[config.mk]
export PLATFORM = sky130hd
export DESIGN_NAME = svfu_front
export DESIGN_NICKNAME = d
export VERILOG_FILES = /design/src/design/sse3_vector_float_unit_top_macros.svh /design/src/design/svfu_pkg.sv /design/src/design/svfu_front.sv
export SDC_FILE = /design/constraint.sdc
export NUM_CORES = 2
export LEC_CHECK = 0
export ABC_CLOCK_PERIOD_IN_PS = 56400
export BUFFER_PORTS_ARGS = -buffer_cell sky130_fd_sc_hd__buf_4
export CORE_AREA = 8 8 499 501
export DETAILED_ROUTE_END_ITERATION = 10
export DIE_AREA = 0 0 507 509
export HOLD_SLACK_MARGIN = 0.1
export PLACE_DENSITY_LB_ADDON = 0.05
export SLEW_MARGIN = 30
export SYNTH_ARGS = -nofsm -noshare
export SYNTH_HDL_FRONTEND = slang
export SYNTH_SLANG_ARGS = --single-unit
[constraint.sdc]
create_clock -name clk -period 56.4 [get_ports clk]
set_input_delay 0 -clock clk [delete_from_list [all_inputs] [get_ports clk]]
set_output_delay 0 -clock clk [all_outputs]
set_load 0.02 [all_outputs]
[src/design/sse3_vector_float_unit_top_macros.svh]
// assertion macros for the vector float unit
// used by the queue and top level files
`ifndef SSE3_VECTOR_FLOAT_UNIT_TOP_MACROS_SVH
`define SSE3_VECTOR_FLOAT_UNIT_TOP_MACROS_SVH
// implication checked on every clock edge outside reset
`define SVF_ASSERT(label, ante, cons, msg) \
    label: assert property (@(posedge clk) disable iff (!rst_n) (ante) |-> (cons)) \
        else $error(msg);
// implication with the consequence checked on the next clock edge
`define SVF_ASSERT_NEXT(label, ante, cons, msg) \
    label: assert property (@(posedge clk) disable iff (!rst_n) (ante) |=> (cons)) \
        else $error(msg);
`endif

[src/design/svfu_pkg.sv]
// types, opcodes and pipelined float add stages for the vector float unit
// no dependencies
package svfu_pkg;

    typedef enum logic [3:0] {
        OP_SLDUP    = 4'd0,
        OP_DDUP     = 4'd1,
        OP_SHDUP    = 4'd2,
        OP_LDDQU    = 4'd3,
        OP_HADDPD   = 4'd4,
        OP_HADDPS   = 4'd5,
        OP_HSUBPD   = 4'd6,
        OP_HSUBPS   = 4'd7,
        OP_ADDSUBPD = 4'd8,
        OP_ADDSUBPS = 4'd9
    } op_t;

    localparam logic [63:0] D_DEFNAN = 64'hFFF8000000000000;
    localparam logic [31:0] S_DEFNAN = 32'hFFC00000;
    localparam logic [63:0] D_QUIET  = 64'h0008000000000000;
    localparam logic [31:0] S_QUIET  = 32'h00400000;

    typedef struct packed {
        logic [3:0]  operation;
        logic        wide;
        logic [3:0]  dest_reg;
        logic [63:0] src_lane0;
        logic [63:0] src_lane1;
        logic [63:0] src_lane2;
        logic [63:0] src_lane3;
        logic [63:0] vsrc_lane0;
        logic [63:0] vsrc_lane1;
        logic [63:0] vsrc_lane2;
        logic [63:0] vsrc_lane3;
    } in_item_t;

    typedef struct packed {
        logic [63:0] result_lane0;
        logic [63:0] result_lane1;
        logic [63:0] result_lane2;
        logic [63:0] result_lane3;
        logic [3:0]  dest_out;
        logic        wide_out;
    } out_item_t;

    // classified work: per lane operand pairs for the back end
    typedef struct packed {
        logic           dbl;       // double precision adders
        logic           arith;     // use adders, else copy
        logic [3:0][63:0] a;       // first operands
        logic [3:0][63:0] b;       // second operands
        logic [3:0][1:0]  sub;     // per single half (dbl uses bit 0)
        logic [3:0][63:0] copy;
        logic           wide;
        logic [3:0]     dest;
    } work_t;

    // control carried alongside the adder pipeline
    typedef struct packed {
        logic             dbl;
        logic             arith;
        logic [3:0][63:0] copy;
        logic             wide;
        logic [3:0]       dest;
    } ctrl_t;

    // adder stage one output: special operands resolved, operands aligned
    typedef struct packed {
        logic        spec;
        logic [63:0] spec_val;
        logic        sr;
        logic        zsign;
        logic        eff;
        logic [10:0] el;
        logic [55:0] xa;
        logic [55:0] xs;
    } d_align_t;

    typedef struct packed {
        logic        spec;
        logic [31:0] spec_val;
        logic        sr;
        logic        zsign;
        logic        eff;
        logic [7:0]  el;
        logic [26:0] xa;
        logic [26:0] xs;
    } s_align_t;

    // adder stage two output: raw sum and leading zero count
    typedef struct packed {
        logic        spec;
        logic [63:0] spec_val;
        logic        sr;
        logic        zsign;
        logic [10:0] el;
        logic [56:0] sum;
        logic [5:0]  lz;
    } d_sum_t;

    typedef struct packed {
        logic        spec;
        logic [31:0] spec_val;
        logic        sr;
        logic        zsign;
        logic [7:0]  el;
        logic [27:0] sum;
        logic [4:0]  lz;
    } s_sum_t;

    typedef struct packed {
        d_align_t       d;
        s_align_t [1:0] s;
    } lane_align_t;

    typedef struct packed {
        d_sum_t       d;
        s_sum_t [1:0] s;
    } lane_sum_t;

    // double add/sub, stage one: nan/inf handling, swap, align with guard bits
    function automatic d_align_t d_align(input logic [63:0] a, input logic [63:0] b,
                                         input logic sub);
        d_align_t    o;
        logic        sa, sb, swp;
        logic [10:0] ea, eb;
        logic [52:0] ma, mb;
        logic [55:0] xb;
        logic [11:0] d;
        o = '0;
        sa = a[63]; sb = b[63] ^ sub;
        ea = a[62:52]; eb = b[62:52];
        o.zsign = sa & sb;
        o.eff   = sa ^ sb;
        o.spec  = 1'b1;
        if (ea == 11'h7FF && a[51:0] != 0) o.spec_val = a | D_QUIET;
        else if (eb == 11'h7FF && b[51:0] != 0) o.spec_val = b | D_QUIET;
        else if (ea == 11'h7FF && eb == 11'h7FF)
            o.spec_val = (sa != sb) ? D_DEFNAN : {sa, 11'h7FF, 52'd0};
        else if (ea == 11'h7FF) o.spec_val = {sa, 11'h7FF, 52'd0};
        else if (eb == 11'h7FF) o.spec_val = {sb, 11'h7FF, 52'd0};
        else o.spec = 1'b0;
        ma = {ea != 0, a[51:0]};
        mb = {eb != 0, b[51:0]};
        if (ea == 0) ea = 11'd1;
        if (eb == 0) eb = 11'd1;
        swp = (eb > ea) || (eb == ea && mb > ma);
        if (swp) begin
            o.sr = sb; o.el = eb;
            o.xa = {mb, 3'b000}; xb = {ma, 3'b000};
            d = {1'b0, eb} - {1'b0, ea};
        end else begin
            o.sr = sa; o.el = ea;
            o.xa = {ma, 3'b000}; xb = {mb, 3'b000};
            d = {1'b0, ea} - {1'b0, eb};
        end
        if (d > 12'd55) o.xs = {55'd0, xb != 0};
        else o.xs = (xb >> d[5:0]) | {55'd0, (xb & ((56'd1 << d[5:0]) - 56'd1)) != 0};
        return o;
    endfunction

    // double add/sub, stage two: add or subtract and count leading zeros
    function automatic d_sum_t d_sum(input d_align_t i);
        d_sum_t o;
        logic   found;
        o.spec     = i.spec;
        o.spec_val = i.spec_val;
        o.sr       = i.sr;
        o.zsign    = i.zsign;
        o.el       = i.el;
        o.sum = i.eff ? {1'b0, i.xa} - {1'b0, i.xs} : {1'b0, i.xa} + {1'b0, i.xs};
        o.lz  = '0;
        found = 1'b0;
        for (int k = 56; k >= 0; k--) begin
            if (o.sum[k]) found = 1'b1;
            else if (!found) o.lz = o.lz + 6'd1;
        end
        return o;
    endfunction

    // double add/sub, stage three: normalise, round to nearest even, pack
    function automatic logic [63:0] d_round(input d_sum_t i);
        logic [12:0] e;
        logic [56:0] n;
        logic        rnd;
        logic [53:0] m;
        if (i.spec) return i.spec_val;
        if (i.sum == '0) return {i.zsign, 63'd0};
        e = {2'b0, i.el} + 13'd1;
        n = i.sum;
        // normalise to bit 56 without dropping below exponent 1
        if ({7'd0, i.lz} >= e) begin
            n = n << (e - 13'd1);
            e = 13'd0;
        end else begin
            n = n << i.lz;
            e = e - {7'd0, i.lz};
        end
        // n[56:4] mantissa, n[3] guard, rest sticky
        rnd = n[3] & ((n[2:0] != 0) | n[4]);
        m = {1'b0, n[56:4]} + {53'd0, rnd};
        if (m[53]) begin
            m = m >> 1;
            e = e + 13'd1;
        end
        if (e == 0 && m[52]) e = 13'd1;
        if (e >= 13'd2047) return {i.sr, 11'h7FF, 52'd0};
        return {i.sr, e[10:0], m[51:0]};
    endfunction

    function automatic s_align_t s_align(input logic [31:0] a, input logic [31:0] b,
                                         input logic sub);
        s_align_t    o;
        logic        sa, sb, swp;
        logic [7:0]  ea, eb;
        logic [23:0] ma, mb;
        logic [26:0] xb;
        logic [8:0]  d;
        o = '0;
        sa = a[31]; sb = b[31] ^ sub;
        ea = a[30:23]; eb = b[30:23];
        o.zsign = sa & sb;
        o.eff   = sa ^ sb;
        o.spec  = 1'b1;
        if (ea == 8'hFF && a[22:0] != 0) o.spec_val = a | S_QUIET;
        else if (eb == 8'hFF && b[22:0] != 0) o.spec_val = b | S_QUIET;
        else if (ea == 8'hFF && eb == 8'hFF)
            o.spec_val = (sa != sb) ? S_DEFNAN : {sa, 8'hFF, 23'd0};
        else if (ea == 8'hFF) o.spec_val = {sa, 8'hFF, 23'd0};
        else if (eb == 8'hFF) o.spec_val = {sb, 8'hFF, 23'd0};
        else o.spec = 1'b0;
        ma = {ea != 0, a[22:0]};
        mb = {eb != 0, b[22:0]};
        if (ea == 0) ea = 8'd1;
        if (eb == 0) eb = 8'd1;
        swp = (eb > ea) || (eb == ea && mb > ma);
        if (swp) begin
            o.sr = sb; o.el = eb; o.xa = {mb, 3'b000}; xb = {ma, 3'b000};
            d = {1'b0, eb} - {1'b0, ea};
        end else begin
            o.sr = sa; o.el = ea; o.xa = {ma, 3'b000}; xb = {mb, 3'b000};
            d = {1'b0, ea} - {1'b0, eb};
        end
        if (d > 9'd26) o.xs = {26'd0, xb != 0};
        else o.xs = (xb >> d[4:0]) | {26'd0, (xb & ((27'd1 << d[4:0]) - 27'd1)) != 0};
        return o;
    endfunction

    function automatic s_sum_t s_sum(input s_align_t i);
        s_sum_t o;
        logic   found;
        o.spec     = i.spec;
        o.spec_val = i.spec_val;
        o.sr       = i.sr;
        o.zsign    = i.zsign;
        o.el       = i.el;
        o.sum = i.eff ? {1'b0, i.xa} - {1'b0, i.xs} : {1'b0, i.xa} + {1'b0, i.xs};
        o.lz  = '0;
        found = 1'b0;
        for (int k = 27; k >= 0; k--) begin
            if (o.sum[k]) found = 1'b1;
            else if (!found) o.lz = o.lz + 5'd1;
        end
        return o;
    endfunction

    function automatic logic [31:0] s_round(input s_sum_t i);
        logic [9:0]  e;
        logic [27:0] n;
        logic        rnd;
        logic [24:0] m;
        if (i.spec) return i.spec_val;
        if (i.sum == '0) return {i.zsign, 31'd0};
        e = {2'b0, i.el} + 10'd1;
        n = i.sum;
        if ({5'd0, i.lz} >= e) begin
            n = n << (e - 10'd1);
            e = 10'd0;
        end else begin
            n = n << i.lz;
            e = e - {5'd0, i.lz};
        end
        rnd = n[3] & ((n[2:0] != 0) | n[4]);
        m = {1'b0, n[27:4]} + {24'd0, rnd};
        if (m[24]) begin
            m = m >> 1;
            e = e + 10'd1;
        end
        if (e == 0 && m[23]) e = 10'd1;
        if (e >= 10'd255) return {i.sr, 8'hFF, 23'd0};
        return {i.sr, e[7:0], m[22:0]};
    endfunction

endpackage

[src/design/svfu_front.sv]
// front end: accepts instructions, drops bad opcodes, routes operands
// depends on svfu_pkg
module svfu_front (
    input  logic               clk,
    input  logic               rst_n,
    input  svfu_pkg::in_item_t in_item,
    input  logic               in_valid,
    output logic               in_ready,
    output svfu_pkg::work_t    work,
    output logic               work_valid,
    input  logic               work_ready
);

    svfu_pkg::work_t work_reg, work_next;
    logic            valid_reg;
    logic [3:0][63:0] s, v;
    logic            good;

    assign s = {in_item.src_lane3, in_item.src_lane2, in_item.src_lane1, in_item.src_lane0};
    assign v = {in_item.vsrc_lane3, in_item.vsrc_lane2, in_item.vsrc_lane1,
                in_item.vsrc_lane0};
    assign good = in_item.operation <= svfu_pkg::OP_ADDSUBPS;
    assign in_ready = !valid_reg || work_ready;

    always_comb
    begin
        work_next = '0;
        work_next.wide = in_item.wide;
        work_next.dest = in_item.dest_reg;
        for (int h = 0; h < 2; h++) begin
            case (in_item.operation)
                svfu_pkg::OP_SLDUP:
                begin
                    work_next.copy[2*h]   = {s[2*h][31:0], s[2*h][31:0]};
                    work_next.copy[2*h+1] = {s[2*h+1][31:0], s[2*h+1][31:0]};
                end
                svfu_pkg::OP_DDUP:
                begin
                    work_next.copy[2*h]   = s[2*h];
                    work_next.copy[2*h+1] = s[2*h];
                end
                svfu_pkg::OP_SHDUP:
                begin
                    work_next.copy[2*h]   = {s[2*h][63:32], s[2*h][63:32]};
                    work_next.copy[2*h+1] = {s[2*h+1][63:32], s[2*h+1][63:32]};
                end
                svfu_pkg::OP_LDDQU:
                begin
                    work_next.copy[2*h]   = s[2*h];
                    work_next.copy[2*h+1] = s[2*h+1];
                end
                svfu_pkg::OP_HADDPD, svfu_pkg::OP_HSUBPD:
                begin
                    work_next.arith = 1'b1;
                    work_next.dbl   = 1'b1;
                    if (in_item.operation == svfu_pkg::OP_HADDPD) begin
                        work_next.a[2*h] = v[2*h+1]; work_next.b[2*h] = v[2*h];
                        work_next.a[2*h+1] = s[2*h+1]; work_next.b[2*h+1] = s[2*h];
                    end else begin
                        work_next.a[2*h] = v[2*h]; work_next.b[2*h] = v[2*h+1];
                        work_next.a[2*h+1] = s[2*h]; work_next.b[2*h+1] = s[2*h+1];
                        work_next.sub[2*h] = 2'b01; work_next.sub[2*h+1] = 2'b01;
                    end
                end
                svfu_pkg::OP_HADDPS, svfu_pkg::OP_HSUBPS:
                begin
                    work_next.arith = 1'b1;
                    // low single of a/b from element pair in lane 2h, high from 2h+1
                    if (in_item.operation == svfu_pkg::OP_HADDPS) begin
                        work_next.a[2*h] = {v[2*h+1][63:32], v[2*h][63:32]};
                        work_next.b[2*h] = {v[2*h+1][31:0], v[2*h][31:0]};
                        work_next.a[2*h+1] = {s[2*h+1][63:32], s[2*h][63:32]};
                        work_next.b[2*h+1] = {s[2*h+1][31:0], s[2*h][31:0]};
                    end else begin
                        work_next.a[2*h] = {v[2*h+1][31:0], v[2*h][31:0]};
                        work_next.b[2*h] = {v[2*h+1][63:32], v[2*h][63:32]};
                        work_next.a[2*h+1] = {s[2*h+1][31:0], s[2*h][31:0]};
                        work_next.b[2*h+1] = {s[2*h+1][63:32], s[2*h][63:32]};
                        work_next.sub[2*h] = 2'b11; work_next.sub[2*h+1] = 2'b11;
                    end
                end
                svfu_pkg::OP_ADDSUBPD:
                begin
                    work_next.arith = 1'b1;
                    work_next.dbl   = 1'b1;
                    work_next.a[2*h] = v[2*h]; work_next.b[2*h] = s[2*h];
                    work_next.a[2*h+1] = v[2*h+1]; work_next.b[2*h+1] = s[2*h+1];
                    work_next.sub[2*h] = 2'b01;
                end
                svfu_pkg::OP_ADDSUBPS:
                begin
                    work_next.arith = 1'b1;
                    work_next.a[2*h] = v[2*h]; work_next.b[2*h] = s[2*h];
                    work_next.a[2*h+1] = v[2*h+1]; work_next.b[2*h+1] = s[2*h+1];
                    work_next.sub[2*h] = 2'b01; work_next.sub[2*h+1] = 2'b01;
                end
                default:
                begin
                    work_next.arith = 1'b0;
                end
            endcase
        end
    end

    always_ff @(posedge clk or negedge rst_n)
    begin
        if (!rst_n) begin
            valid_reg <= 1'b0;
        end else if (in_ready) begin
            valid_reg <= in_valid && good;
        end
    end

    always_ff @(posedge clk)
    begin
        if (in_ready && in_valid) begin
            work_reg <= work_next;
        end
    end

    assign work       = work_reg;
    assign work_valid = valid_reg;

endmodule

# ---- Word level (Yosys, flattened, before mapping)
# Cells that the tools add are included.
# Widths: inputs -> output; s select.
dict set report op_classes {
  order_cmp 1
  eq_ne 9
  n_reduce_logical 10
  n_mux 20
}
# operator count
set ops {}
lappend ops {{$pmux 128 s3} 4}
lappend ops {{$mux 128} 8}
lappend ops {{$pmux 128 s4} 2}
lappend ops {{$eq 4x3->1 const B} 4}
lappend ops {{$pmux 2 s3} 2}
lappend ops {{$eq 4x2->1 const B} 2}
lappend ops {{$eq 4x4->1 const B} 2}
lappend ops {{$reduce_or 2->1} 3}
lappend ops {{$reduce_or 6->1} 1}
lappend ops {{$eq 4x1->1 const B} 1}
lappend ops {{$le 4x4->1 const B} 1}
lappend ops {{$logic_not 4->1} 1}
lappend ops {{$mux 4} 1}
lappend ops {{$mux 3} 1}
lappend ops {{$reduce_or 3->1} 1}
lappend ops {{$logic_and 1x1->1} 2}
lappend ops {{$mux 1} 2}
lappend ops {{$logic_not 1->1} 1}
lappend ops {{$logic_or 1x1->1} 1}
dict set report word_totals {
  in_bits 525
  register_bits 780
  word_cells 59
  output_inout_bits 785
}

# ---- Logic depth before layout (Yosys ltp)
dict set report depth {
  word_depth 3
  depth_mapped 7
  ltp_nobuf 3
}

# ---- Least setup slack after synthesis
# OpenSTA, ideal clock, no wires.
dict set report synth_timing {
  kind {register to register}
  startpoint {reg valid_reg, in the netlist work_valid}
  endpoint {reg work_reg (netlist bit work[0]), enable pin}
  arrival_time_ps 18277
  required_time_ps 55153
  slack_ps 36876
  n_path_buf 0
  period_less_slack_ps 19524
  setup_time_ps 1247
  stages_incl_launch_ff 3
  path_cell_list {dfrtp_1 -> nand2b_1 -> and2_1}
}
dict set report synth_via {
  elab_chain_cells 3
}
# element line_no
set synth_rtl {}
lappend synth_rtl {{from (decl)} svfu_front.sv:15} ;# logic valid_reg;
lappend synth_rtl {{from (signal assigned)} svfu_front.sv:110} ;# valid_reg <= in_valid && good;
lappend synth_rtl {{$logic_not 1->1} svfu_front.sv:23} ;# assign in_ready = !valid_reg || work_ready;
lappend synth_rtl {{$logic_or 1x1->1} svfu_front.sv:23}
lappend synth_rtl {{net in_ready} svfu_front.sv:8} ;# output logic in_ready,
lappend synth_rtl {{$logic_and 1x1->1} svfu_front.sv:116} ;# if (in_ready && in_valid) begin
lappend synth_rtl {{to (signal assigned)} svfu_front.sv:117} ;# work_reg <= work_next;
lappend synth_rtl {{to (decl)} svfu_front.sv:14} ;# svfu_pkg::work_t work_reg, work_next;
# The timed path passes the listed nets, and every way through them passes these cells.
# A chain may end at the register's enable or synchronous reset.

==> results.py <==
metrics = {
    "timing": {
        "setup_viol": 0,
        "fin_crit_ns": 4.573,
        "final-hold-violation-count": 0,
        "period_share": 0.08109,
        "skew_ns": 0.02202,
        "slew_headroom": 0.2665,
        "rsz0062_at_grt": "no",
        "slew_violations": 0,
        "fmax_mhz": 218.7,
        "holdWs_ns": 0.2117,
        "tns_ns": 0,
        "tightest_slew_ns": 1.100,
    },
    "finish": {
        "final_cells": 9322,
        "num-fill-cells": 25545,
        "largest_reg_flops": 779,
        "syn_to_final_growth_pct": 64.15,
        "drive_gt1_frac": 0.2815,
        "finish.net_count": 6524,
        "layout_common_cells": "buf_4, dlygate4sd3_1, edfxtp_1, nand2_1, o21ai_0",
        "final_common_cell": "buf_4",
    },
    "clock_tree": {
        "cts_tree": "done",
        "clkTransAtPathRegs_ns": 0.06,
        "root_buffer": "clkbuf_16",
        "cts-buffers-inserted": 112,
        "numClockSinks": 780,
        "clock_latency_ns": 0.74,
        "clock_path_buffers": 3,
        "post-cts-setup-buffers": 0,
        "htree_levels": 3,
    },
    "pwr": {
        "comb_power_share": 0.236,
        "pwr-share-clk": 0.372,
        "irDropWorstVdd_mv": 0.02229,
        "p_int_mw": 1.242,
        "p_sw_mw": 0.5659,
        "p_leak_nw": 26.47,
        "seq_power_share": 0.392,
        "swShare": 0.3131,
        "power_density_mw_per_mm2": 26.27,
        "p_total_mw": 1.808,
    },
    "worst_setup_path": {
        "reg2reg_depth": 6,
        "end_kind": "flop",
        "cp_slowest_cell": "buf_4",
        "crit_cells": 10,
        "startpoint_type": "primary input",
        "regToRegSetupSlack_ns": 52.32,
        "worstSetupPathType": "primary input to flop",
        "slowest_delay_ns": 0.83,
        "crit_required_ns": 56.89,
        "cp_cell_sequence": "dlygate4sd3_1 -> buf_8 -> buf_4 -> buf_4 -> buf_4 -> mux2_2 -> dlygate4sd3_1 -> nand2_1 -> a21oi_1 -> dlygate4sd3_1",
        "path_buf_inv": 7,
        "arrival_ns": 5.06,
        "path_delay_family": "buffers and inverters",
        "path_max_fanout": 58,
    },
    "drt": {
        "drtIter0Drc": 2463,
        "drc_errors": 0,
        "drt_pre_antenna_iters": 8,
        "vias": 42672,
        "wl_per_cell_um": 29.75,
        "ant_nets": 0,
        "routed_via_density": 4.578,
        "wl_um": 277300,
    },
    "die": {
        "die_h_um": 509,
        "fp.dieW_um": 507,
        "rows": 181,
        "core_area_sq_mm": 0.2414,
        "io_pins": 1310,
        "die-area_sq_mm": 0.2581,
        "initial_core_util": 0.1736,
    },
    "placement": {
        "dpl.hpwl_um": 191600,
        "portBuffers": 1309,
        "gp_congestion": 0.7883,
        "dp_cells": 8005,
    },
    "status": {
        "status": "complete, no violations",
    },
    "global_routing": {
        "gr-total-overflow": 0,
        "grt_max_degree": 182,
        "grt_pass1_wl_um": 374800,
        "grt_pass1_vias": 44077,
        "antenna_found_initial": 68,
        "grtUsageTotal": 0.2031,
    },
    "synthesis": {
        "syn_area_per_cell_sq_um": 10.97,
        "synth_cell_types": 28,
        "mappedNetlistArea_sq_mm": 0.04191,
        "ys_ff_latch": 780,
        "ys.warnings.count": 0,
        "syn_nets": 4347,
        "synthTopCellsByArea": "edfxtp_1, nand2_1, a22oi_1",
        "yosys.area.top_type": "edfxtp_1",
        "synthCells": 3822,
        "synth-seq-area-share": 0.5587,
        "synth.top_cell.area_share": 0.5581,
    },
    "worst_hold_path": {
        "hold_class": "primary input to asynchronous set/reset pin",
    },
    "flow_run": {
        "maxCapViolCount": 0,
    },
}
## metal layers
| metal | GRT usage | wire (um) | up-vias |
|---|---|---|---|
| met5 | 0 | 155 | - |
| met4 | 0.05639 | 8027 | 24 |
| met3 | 0.06317 | 21500 | 329 |
| met2 | 0.3602 | 138000 | 1422 |
| met1 | 0.2361 | 109700 | 21818 |
| li1 | - | - | 19079 |
## final cells by class
cell class,instances,area (sq um),share of cell area
Clock buffer,160,3047,0.04428
Sequential cell,780,23420,0.3404
Multi-Input combinational cell,2646,16620,0.2416
Inverter,1,3.754,0.00005456
Timing Repair Buffer,2458,21360,0.3105
Antenna cell,31,77.57,0.001128
Tap cell,3202,4006,0.05823
Clock inverter,44,259.0,0.003765
## timing repair
| action | in CTS | in global routing |
|---|---|---|
| hold buffers | 1080 | 0 |
| gates resized for setup | 0 | 0 |
| endpoints found under the hold margin | 829 | 0 |
## cell usage after synthesis
cell type  number
o21ai_0       339
mux2_2        194
and3b_1         2
o22ai_1        62
o21ai_1        44
buf_1          10
mux2i_1       190
a211oi_1      128
nand2b_1        3
nand2_1       710
buf_6           5
a22oi_1       320
or2_2           2
buf_2         232
edfxtp_1      779
a221oi_1      130
dfrtp_1         1
a311oi_1       62
nor3b_4         1
nor2_2          1
and2_1          3
nor2_1         66
nor2b_1       129
clkbuf_1      114
nor3b_1         1
a21oi_1       259
buf_4          34
inv_1           1
## final timing paths
kind | startpoint | to
worst max-delay path | in_item[517] | work[627]
worst min-delay path | rst_n | work_valid
worst max register to register | work_valid | work[124]
worst min register to register | work_valid | work_valid
max in group asynchronous | rst_n | work_valid
min in group clk | in_item[368] | work[149]
## worst reg2reg max path: stages, from the launching register on
cell,delay (ns)
dfrtp_1,0.37
nand2b_1,0.13
and2_4,0.73
buf_4,0.83
buf_4,0.63
buf_12,0.41
buf_16,0.47
## power by group through the flow
| stage | sequential (mW) | clock, mW | combinational (mW) |
|---|---|---|---|
| floorplan | 0.792 | 0 | 0.115 |
| global placement | 0.722 | 0 | 0.361 |
| detailed placement | 0.721 | 0 | 0.360 |
| CTS | 0.710 | 0.704 | 0.433 |
| global route | 0.712 | 0.720 | 0.454 |
| finish | 0.708 | 0.673 | 0.426 |
## logic make-up after synthesis
| group | Yosys count | share of synthesized area |
|---|---|---|
| AND/OR/NAND/NOR | 918 | 0.09114 |
| AO/OA/AOI/OAI | 1344 | 0.2063 |
| multiplexers | 384 | 0.09750 |
| buffers and inverters | 396 | 0.04633 |
| flip-flops | 780 | 0.5587 |
## through the flow
stage	cell area, sq um	util	setup slack (ns)
after floorplan	41910	-	36.88
after global placement	54470	0.2256	52.15
after detailed placement	54530	0.2259	52.19
after CTS	68650	0.2844	51.93
after global routing	68770	0.2849	51.76
final	68800	0.2850	51.83
Note: power is estimated with default switching activity, not from simulation.
